==> src/design/gtg_pkg.sv <==
// Shared types, constants and tables for the go-to-goal controller.
// Used by gtg_cordic, go_to_goal_controller and the testbench; depends on nothing.
package gtg_pkg;

    localparam int CORDIC_STEPS_DEF = 16;

    localparam int ANGLE_W = 21;
    localparam int CORD_W  = 36;

    typedef logic signed [ANGLE_W-1:0] t_angle;
    typedef logic signed [CORD_W-1:0]  t_cord;

    localparam logic signed [21:0] ANG_PI     = 22'sd205887;
    localparam logic signed [21:0] ANG_TWO_PI = 22'sd411775;

    // Register reset values, unsigned Q4.16.
    localparam logic [19:0] LIN_GAIN_RST  = 20'd13107;
    localparam logic [19:0] HEAD_GAIN_RST = 20'd17039;
    localparam logic [19:0] LIN_LIM_RST   = 20'd45875;
    localparam logic [19:0] ANG_LIM_RST   = 20'd39322;
    localparam logic [19:0] TOL_RST       = 20'd3277;

    // Register indexes on the configuration port.
    localparam logic [2:0] REG_GOAL_X    = 3'd0;
    localparam logic [2:0] REG_GOAL_Y    = 3'd1;
    localparam logic [2:0] REG_LIN_GAIN  = 3'd2;
    localparam logic [2:0] REG_HEAD_GAIN = 3'd3;
    localparam logic [2:0] REG_LIN_LIM   = 3'd4;
    localparam logic [2:0] REG_ANG_LIM   = 3'd5;
    localparam logic [2:0] REG_TOL       = 3'd6;

    typedef enum logic [3:0] {
        S_IDLE,
        S_MX,
        S_MY,
        S_MS,
        S_SQRT,
        S_DIST,
        S_BSTART,
        S_BWAIT,
        S_QUAT,
        S_YCHK,
        S_YWAIT,
        S_ERR,
        S_MA,
        S_MB,
        S_ML
    } t_state;

    // Arctangent of 2^-i in signed Q4.16 radians.
    function automatic t_angle atan_entry(input logic [4:0] idx);
        t_angle v;
        case (idx)
            5'd0:    v = 21'sd51472;
            5'd1:    v = 21'sd30386;
            5'd2:    v = 21'sd16055;
            5'd3:    v = 21'sd8150;
            5'd4:    v = 21'sd4091;
            5'd5:    v = 21'sd2047;
            5'd6:    v = 21'sd1024;
            5'd7:    v = 21'sd512;
            5'd8:    v = 21'sd256;
            5'd9:    v = 21'sd128;
            5'd10:   v = 21'sd64;
            5'd11:   v = 21'sd32;
            5'd12:   v = 21'sd16;
            5'd13:   v = 21'sd8;
            5'd14:   v = 21'sd4;
            5'd15:   v = 21'sd2;
            5'd16:   v = 21'sd1;
            default: v = 21'sd0;
        endcase
        return v;
    endfunction

endpackage

==> src/design/gtg_cordic.sv <==
// Iterative vectoring CORDIC giving atan2(y, x) in signed Q4.16 radians, one step a cycle.
// Depends on gtg_pkg for the angle types and the arctangent table.
module gtg_cordic #(
    parameter int STEPS = gtg_pkg::CORDIC_STEPS_DEF
) (
    input  logic           i_clk,
    input  logic           i_rst_n,
    input  logic           i_start,
    input  gtg_pkg::t_cord i_x,
    input  gtg_pkg::t_cord i_y,
    output logic           o_done,
    output gtg_pkg::t_angle o_angle
);

    localparam int CW = $clog2(STEPS);

    logic             r_busy;
    logic             r_done;
    logic [CW-1:0]    r_cnt;
    gtg_pkg::t_cord   r_x;
    gtg_pkg::t_cord   r_y;
    gtg_pkg::t_angle  r_z;

    gtg_pkg::t_cord   w_sx;
    gtg_pkg::t_cord   w_sy;
    gtg_pkg::t_angle  w_tab;

    assign w_sx  = r_x >>> r_cnt;
    assign w_sy  = r_y >>> r_cnt;
    assign w_tab = gtg_pkg::atan_entry(5'(r_cnt));

    always_ff @(posedge i_clk) begin
        if (!i_rst_n) begin
            r_busy <= 1'b0;
            r_done <= 1'b0;
            r_cnt  <= '0;
        end else begin
            r_done <= 1'b0;
            if (i_start) begin
                r_cnt <= '0;
                if (i_x == '0 && i_y == '0) begin
                    // A zero vector has no direction; report zero without iterating.
                    r_z    <= '0;
                    r_done <= 1'b1;
                end else begin
                    r_busy <= 1'b1;
                    if (i_x < 0) begin
                        r_z <= (i_y >= 0) ? gtg_pkg::t_angle'(gtg_pkg::ANG_PI)
                                          : gtg_pkg::t_angle'(-gtg_pkg::ANG_PI);
                        r_x <= -i_x;
                        r_y <= -i_y;
                    end else begin
                        r_z <= '0;
                        r_x <= i_x;
                        r_y <= i_y;
                    end
                end
            end else if (r_busy) begin
                if (r_y > 0) begin
                    r_x <= r_x + w_sy;
                    r_y <= r_y - w_sx;
                    r_z <= r_z + w_tab;
                end else begin
                    r_x <= r_x - w_sy;
                    r_y <= r_y + w_sx;
                    r_z <= r_z - w_tab;
                end
                r_cnt <= r_cnt + 1'b1;
                if (r_cnt == CW'(STEPS - 1)) begin
                    r_busy <= 1'b0;
                    r_done <= 1'b1;
                end
            end
        end
    end

    assign o_done  = r_done;
    assign o_angle = r_z;

endmodule

==> config.mk <==
export PLATFORM = sky130hd
export DESIGN_NAME = gtg_cordic
export DESIGN_NICKNAME = d
export VERILOG_FILES = /design/src/design/gtg_pkg.sv /design/src/design/gtg_cordic.sv
export SDC_FILE = /design/constraint.sdc
export NUM_CORES = 1
export LEC_CHECK = 0
export BUFFER_PORTS_ARGS = -buffer_cell sky130_fd_sc_hd__buf_2
export CORE_UTILIZATION = 32
export CTS_CLUSTER_SIZE = 40
export DETAILED_ROUTE_END_ITERATION = 16
export SLEW_MARGIN = 20
export SYNTH_ARGS = -nofsm -noshare
export SYNTH_HDL_FRONTEND = slang
export SYNTH_SLANG_ARGS = --single-unit
==> constraint.sdc <==
create_clock -name i_clk -period 11.2 [get_ports i_clk]
set_clock_uncertainty 0.1 [all_clocks]
set_input_delay 2.24 -clock i_clk [delete_from_list [all_inputs] [get_ports i_clk]]
set_output_delay 2.24 -clock i_clk [all_outputs]
set_load 0.01 [all_outputs]
==> results.md, run 1 <==
* Run status: finished, final reports clean
* RSZ-0062 raised after global routing: false
* Highest ir drop seen on vdd at around 120 uV
* Data arrival, critical path at roughly 7.4 ns
* Slowest stage cell, crit path: sky130_fd_sc_hd__dfxtp_4
* Hold path startpoint: r_busy$_SDFFE_PN0P_
* Reg2reg start: r_cnt[1]$_SDFFE_PP0P_
* Count of cell types in the netlist at 93
* Length of the first detailed-routing pass in iterations at 5
* Largest stage delay, worst path at about 0.8 ns
* Placed cell area at 17,300 um2
* Sum of negative setup slack at 0 ns
* Post-synthesis sequential element count at approximately 120
* Clock tree from TritonCTS: built
* Maximum capacitance violations at 0
* Worst reg2reg endpoint: r_y[35]$_DFFE_PP_
* Path type of the worst setup path: reg -> reg
* Number of port buffers at between 90 and 100
* Top fanout value on the critical path at 54
* Power per unit of standard cell area at between 150 and 200 nW/um2
* Number of buffer and inverter stages on the critical path at 1
* RePlAce Congestion at slightly above 0.9
* Antenna violations before repair at 0
* Element type at the critical path end: register
* Total CTS buffers at 17
* Clk Latency, worst-skew pair at roughly 0.47 ns
* Number of buffers inserted by hold repair at cts at 0
* Mean Syn Cell Area at about 8.3 um2
* Starting DRT DRC Count at approximately 1,300
* Number of instances resized during post-cts repair at 0
* Post-CTS setup-driven buffer insertion count at 0
* Register area share after synthesis at between 10% and 20%
* Global Route Usage Sum at 20.3%
* Vert. Die Dim at approximately 230 um
* Largest net degree at the start of global routing at between 90 and 100
* Depth of the worst register-to-register path at 23
* Top delay family on crit path: compound AO/OA/AOI/OAI gates
* Drt wl/cell at roughly 20 um
* Hold Fails Final Rpt at 0
* Proportion of layout cells with a drive suffix above 1 at between 10% and 20%
* Diode count at 0
* Async set or reset register ratio after synthesis at 0%
* Required time at the endpoint of the critical path at approximately 11 ns
* Clock period minus worst slack at 7.35 ns
* Max-slew violation count at 0
* Sink of the worst hold path: r_busy$_SDFFE_PN0P_
* Vias after detailed routing at between 15,000 and 20,000
* Crit share post-route at roughly 66%
* Leak Pwr at 6.82 nW
* Kind of path behind the tightest hold check: reg -> reg
* Average vias per placed instance at 5.80
* Congestion Overflow GR at 0
* Number of nets in the final layout at ~2,200
* Count of mapped cells out of synthesis at 1,974
* Tightest Pin Transition at around 1.0 ns
* TritonCTS Sinks at 115
* Syn-to-layout area delta at 9.49%
* Core area at 50,300 um2
* Sum of routed wire length over all layers at about 52 mm
* Combined area of all synthesized cells at ~16,000 um2
* Overall die area at slightly above 50,000 um2
* Max Clk Rate at 136 MHz
* Post-layout instance area at roughly 18,000 um2
* Number of global-route vias before repair at between 15,000 and 20,000
* Startpoint of the most critical setup path: r_cnt[1]$_SDFFE_PP0P_
* Hold depth at 2
* H-tree level count at 4
* Setup slack of the worst register-to-register path at slightly below 4 ns
* Initial Utilization at 32.5%
* EDFF count, synth at between 90 and 100
* Final number of setup-violating endpoints at 0
* Cell-by-cell trace of the critical path: buf_4 > mux4_2 > a222oi_1 > nand2_1 > o21ai_0 > ha_1 > and2_1 > nand3_1 > or3b_1 > a21oi_1 > nor2_1 > xnor2_1 > ha_1 > nand2_1 > o221ai_1 > a22oi_1 > a211oi_1 > or2_2 > a41o_1 > or4_1 > a31oi_1 > xnor2_1 > o21ai_1
* Post-CTS clock slew at the launch and capture registers of the worst setup and hold paths at 0.06 ns
* FP Rows at roughly 80
* Critical path launch point type: register
* Bufs on Longest Clock Path at 2
* Global-route wire length before repair at approximately 85 mm
* Die width at about 230 um
* Max_slew headroom at 33.5%
* DR DRC count at 0
* Estimated wirelength of the detail-placed design at roughly 40 mm
* Library cell used as clock root buffer: sky130_fd_sc_hd__clkbuf_16
* Most used flip-flop cell after synthesis: sky130_fd_sc_hd__edfxtp_1
* Syn_nets at 2,155
* Number of warnings issued by yosys at 0
* DRT antenna net count at 0
* IO Pins at a little under 100
==> layer usage <==
layer | vias up | track usage [%] | part of all wire [%]
li1 | 7491 | - | -
met1 | 7510 | 25.4 | 44
met2 | 493 | 35.1 | 48
met5 | - | 0 | 0
met4 | 0 | 7.26 | 3.1
met3 | 101 | 3.15 | 4.7
==> how the worst max path moves through the flow <==
stage	slack, ns	cells past startpoint	endpoint
2_1_floorplan	3.79	10	r_x[0]$_DFFE_PP_
3_3_place_gp	3.98	21	r_x[34]$_DFFE_PP_
3_5_place_dp	3.94	23	r_y[35]$_DFFE_PP_
4_1_cts	3.90	23	r_y[35]$_DFFE_PP_
5_1_grt	3.28	22	r_y[35]$_DFFE_PP_
6_report	3.85	23	r_y[35]$_DFFE_PP_
==> placed cells by master (no fill, tap or decap), types with 20 or more instances in the layout <==
cell type,synthesis,layout
sky130_fd_sc_hd__nor2b_1,20,20
sky130_fd_sc_hd__nand3_1,43,43
sky130_fd_sc_hd__nor2_1,127,126
sky130_fd_sc_hd__inv_1,60,60
sky130_fd_sc_hd__edfxtp_1,93,93
sky130_fd_sc_hd__a21oi_1,162,161
sky130_fd_sc_hd__o31ai_1,49,49
sky130_fd_sc_hd__mux2_2,55,55
sky130_fd_sc_hd__ha_1,103,103
sky130_fd_sc_hd__xnor2_1,116,116
sky130_fd_sc_hd__o22ai_1,27,27
sky130_fd_sc_hd__nand2_1,220,220
sky130_fd_sc_hd__xor2_1,97,97
sky130_fd_sc_hd__a21o_1,30,30
sky130_fd_sc_hd__a211oi_1,20,20
sky130_fd_sc_hd__mux4_2,34,34
sky130_fd_sc_hd__o21ai_0,170,170
sky130_fd_sc_hd__mux2i_1,68,68
sky130_fd_sc_hd__buf_2,18,95
sky130_fd_sc_hd__nand2b_1,25,25
sky130_fd_sc_hd__nor3_1,28,28
==> per-stage QoR <==
| step | hold slack [ns] | power [mW] | setup slack, ns | std cells | utilization (%) |
|---|---|---|---|---|---|
| final | 0.454 | 3.34 | 3.85 | 2689 | 35.6 |
| after global routing | 0.477 | 3.61 | 3.28 | 2689 | 35.6 |
| after CTS | 0.459 | 3.33 | 3.90 | 2689 | 35.6 |
| after detailed placement | 0.451 | 2.75 | 3.94 | 2657 | 34.4 |
| after global placement | 0.420 | 2.71 | 3.98 | 2657 | 34.4 |
| after floorplan | 0.389 | 2.25 | 3.79 | 1974 | - |
==> final cells by class <==
type / instances / area (um2)
clock buffer: 18 / 429
inverter: 62 / 233
fill: 5308 / 32400
timing repair buffer: 111 / 596
sequential: 115 / 3240
clock inverter: 14 / 153
tap: 672 / 841
multi-input combinational: 1697 / 12400
==> state kept, by name (all words and copies together), names as in the netlist <==
name	flops
o_done	1
r_y	36
r_x	36
r_cnt	4
o_angle	21
w_tab	16
r_busy	1
==> Yosys cell counts (all sizes together) (22+ instances only) <==
cell    count  area (um2)
a21oi     162         811
nand2     221         832
ha        103        1290
nand2b     25         156
xor2       97         850
mux4       47        1110
o31ai      49         368
o21ai     173         870
nor2      127         477
o22ai      27         169
nor3       28         140
a21o       30         225
dfxtp      22         440
mux2i      68         681
buf        44         278
mux2       55         619
clkbuf     56         214
inv        61         229
xnor2     116        1020
edfxtp     93        2790
nand3      44         225
==> worst reg2reg max path, delay by kind of cell, from the launching register on <==
| kind | cells | cell delay, ns |
|---|---|---|
| simple gates | 8 | 1.90 |
| compound gates | 9 | 2.11 |
| fa+ha+maj | 2 | 0.56 |
| flops | 1 | 0.81 |
| buf+inv | 1 | 0.71 |
| mux | 1 | 0.60 |
| xor+xnor | 2 | 0.29 |
==> cells by family (layout without fill, tap and decap cells) <==
family / count (synthesis) / in the layout / synth area share [%]
simple gates: 603 / 603 / 18.0
mux: 170 / 170 / 14.7
flops: 115 / 115 / 19.8
xor+xnor: 213 / 213 / 11.4
compound gates: 605 / 605 / 23.3
fa+ha+maj: 106 / 106 / 8.26
buf+inv: 162 / 205 / 4.44
==> where the power goes <==
group	leakage, nW	internal (mW)	switching (mW)
clock	0.275	0.329	0.228
sequential	1.07	0.589	0.164
combinational	5.48	0.879	1.15
Power figures use the tool's default switching activity.
==> inputs of run 2 (changes only) <==
==> constraint.sdc (replaced) <==
create_clock -name i_clk -period 6.05 [get_ports i_clk]
set_clock_uncertainty 0.1 [all_clocks]
set_input_delay 1.21 -clock i_clk [delete_from_list [all_inputs] [get_ports i_clk]]
set_output_delay 1.21 -clock i_clk [all_outputs]
set_load 0.01 [all_outputs]
==> results.md, run 2 (synthesized netlist as in run 1, its figures left out) <==
* Run status: finished, final reports clean
* Vert. Die Dim at 228 um (unchanged)
* Average vias per placed instance at 5.76 (-0.68%)
* Largest net degree at the start of global routing at 98 (+6.5%)
* Syn-to-layout area delta at 17.7%
* RSZ-0062 raised after global routing: true
* Number of port buffers at 96 (unchanged)
* Top fanout value on the critical path at 21 (-61%)
* Worst path setup slack after routing at 0.149 ns (-3.70 ns)
* Fillers at 5,172 (-2.6%)
* Data arrival, critical path at 6.01 ns (-1.43 ns)
* Proportion of layout cells with a drive suffix above 1 at 20.0% (+6.6 points)
* Final number of setup-violating endpoints at 0 (unchanged)
* Congestion Overflow GR at 0 (unchanged)
* Vias after detailed routing at 16,301 (+4.5%)
* Non-Filler Instances at 2,830 (+5.2%)
* Cell-by-cell trace of the critical path: buf_4 > buf_6 > mux4_2 > a221oi_2 > and3_1 > buf_4 > a32o_1 > and3b_1 > nor4bb_2 > buf_4 > nand2_1 > nand2b_1 > mux2i_1 > o21ai_0 > ha_1 > a21o_1 > a21oi_1 > nor2_1 > a21oi_1 > o31ai_2 > o41ai_1 > buf_4 > mux2i_1 > nand2_1
* Area of the multi-input gates at 12,500 um2 (+1.1%)
* Number of global-route vias before repair at 15,746 (+2.9%)
* Crit share post-route at 97.5% (+32 points)
* Placed instance count at 2,789 (+5.0%)
* Post-CTS clock slew at the launch and capture registers of the worst setup and hold paths at 0.06 ns (about the same)
* Bufs on Longest Clock Path at 2 (unchanged)
* DR DRC count at 0 (unchanged)
* Clock tree from TritonCTS: built
* Core area at 50,300 um2 (unchanged)
* Max-slew violation count at 0 (unchanged)
* Drt wl/cell at 20.0 um (+2.5%)
* Leak Pwr at 7.63 nW (+12%)
* Maximum capacitance violations at 0 (unchanged)
* Top delay family on crit path: compound AO/OA/AOI/OAI gates
* H-tree level count at 4 (unchanged)
* Library cell used as clock root buffer: sky130_fd_sc_hd__clkbuf_16
* Highest ir drop seen on vdd at 199 uV (+70%)
* Antenna violations before repair at 0 (unchanged)
* Max_slew headroom at 34.7% (+1.2 points)
* Cell seen most often among critical-path stages: sky130_fd_sc_hd__buf_4
* Slowest stage cell, crit path: sky130_fd_sc_hd__mux4_2
* Clock period minus worst slack at 5.90 ns (-1.45 ns)
* Length of the first detailed-routing pass in iterations at 7 (+2)
* Sum of routed wire length over all layers at 56.6 mm (+7.9%)
* Total CTS buffers at 17 (unchanged)
* Element type at the critical path end: register
* IO Pins at 97 (unchanged)
* Global Route Usage Sum at 21.3% (+1.1 points)
* Largest stage delay, worst path at 0.59 ns (-0.22 ns)
* Estimated wirelength of the detail-placed design at 44.3 mm (+9.1%)
* Max Clk Rate at 169 MHz (+25%)
* Required time at the endpoint of the critical path at 6.16 ns (-5.12 ns)
* Most common library cell in the layout ignoring fill and taps: sky130_fd_sc_hd__nand2_1
* Critical path launch point type: register
* Hold Fails Final Rpt at 0 (unchanged)
* Sum of negative setup slack at 0 ns (unchanged)
* Number of nets in the final layout at 2,326 (+6.5%)
* DRT antenna net count at 0 (unchanged)
* Number of buffer and inverter stages on the critical path at 5 (+4)
* Worst slack, placed at -0.126 ns (-4.06 ns)
* Global-route wire length before repair at 88.3 mm (+4.4%)
* Starting DRT DRC Count at 1,440 (+9.8%)
* TritonCTS Sinks at 115 (unchanged)
* Die width at 228 um (unchanged)
* Diode count at 0 (unchanged)
* Most frequent cells in the layout: sky130_fd_sc_hd__nand2_1 (219), sky130_fd_sc_hd__o21ai_0 (160), sky130_fd_sc_hd__a21oi_1 (160)
* Kind of path behind the tightest hold check: reg -> reg
* FP Rows at 82 (unchanged)
* Initial Utilization at 32.5% (unchanged)
* Tightest Pin Transition at 0.980 ns (-0.0181 ns)
* Path type of the worst setup path: reg -> reg
* Power per unit of standard cell area at 350 nW/um2 (+87%)
* Register area at 3240 um2 (unchanged)
* Overall die area at 51,900 um2 (unchanged)
* RePlAce Congestion at 0.950 (+2.9%)
* Clk Latency, worst-skew pair at 0.46 ns (about the same)
==> run 2: per-stage QoR <==
stage          util (%)  hold slack, ns  power, mW  cell area (um2)
3_5_place_dp       36.5           0.431       5.54            18400
4_1_cts            37.8           0.440       6.63            19000
5_1_grt            38.2           0.474       7.22            19200
3_3_place_gp       36.5           0.418       5.49            18400
2_1_floorplan         -           0.389       4.17            16300
6_report           38.2           0.441       6.72            19200
==> run 2: cell type report <==
| type | count | area share [%] |
|---|---|---|
| clock buffer | 21 | 2.68 |
| clock inverter | 11 | 0.443 |
| inverter | 62 | 1.21 |
| multi-input combinational | 1697 | 65.1 |
| sequential | 115 | 16.9 |
| tap | 672 | 4.38 |
| timing repair buffer | 252 | 9.27 |
==> run 2: worst paths after layout <==
path / startpoint / endpoint / slack [ns] / cells after the start
worst max-delay path: r_cnt[1]$_SDFFE_PP0P_ / r_x[34]$_DFFE_PP_ / 0.15 / 24
worst min-delay path: r_busy$_SDFFE_PN0P_ / r_busy$_SDFFE_PN0P_ / 0.44 / 2
worst max register to register: r_cnt[1]$_SDFFE_PP0P_ / r_x[34]$_DFFE_PP_ / 0.15 / 24
worst min register to register: r_busy$_SDFFE_PN0P_ / r_busy$_SDFFE_PN0P_ / 0.44 / 2
==> run 2: timing repair <==
action	4_1_cts	5_1_grt
cloned	0	1
hold buffers	0	0
pin swaps	0	10
resized for setup	4	34
buffers inserted	0	8
setup endpoints to repair	7	18
==> run 2: routing by layer <==
metal / vias to the layer above / routed length [um] / global-route usage [%]
met5: - / 0 / 0
li1: 7780 / - / -
met2: 535 / 27700 / 37.4
met3: 69 / 2980 / 3.19
met1: 7917 / 24800 / 27.2
met4: 0 / 1150 / 5.37
==> run 2: tightest hold or removal path: cells and delay by family (launching register included) <==
family,cells,cell delay [ns]
AOI/OAI and AO/OA,1,0.05
buffers and inverters,1,0.07
DFF,1,0.37
==> run 2: power breakdown <==
part	switching [mW]	total (mW)	internal (mW)
combinational	2.35	4.34	1.99
sequential	0.251	1.34	1.09
clock	0.428	1.04	0.613
total	3.03	6.72	3.69
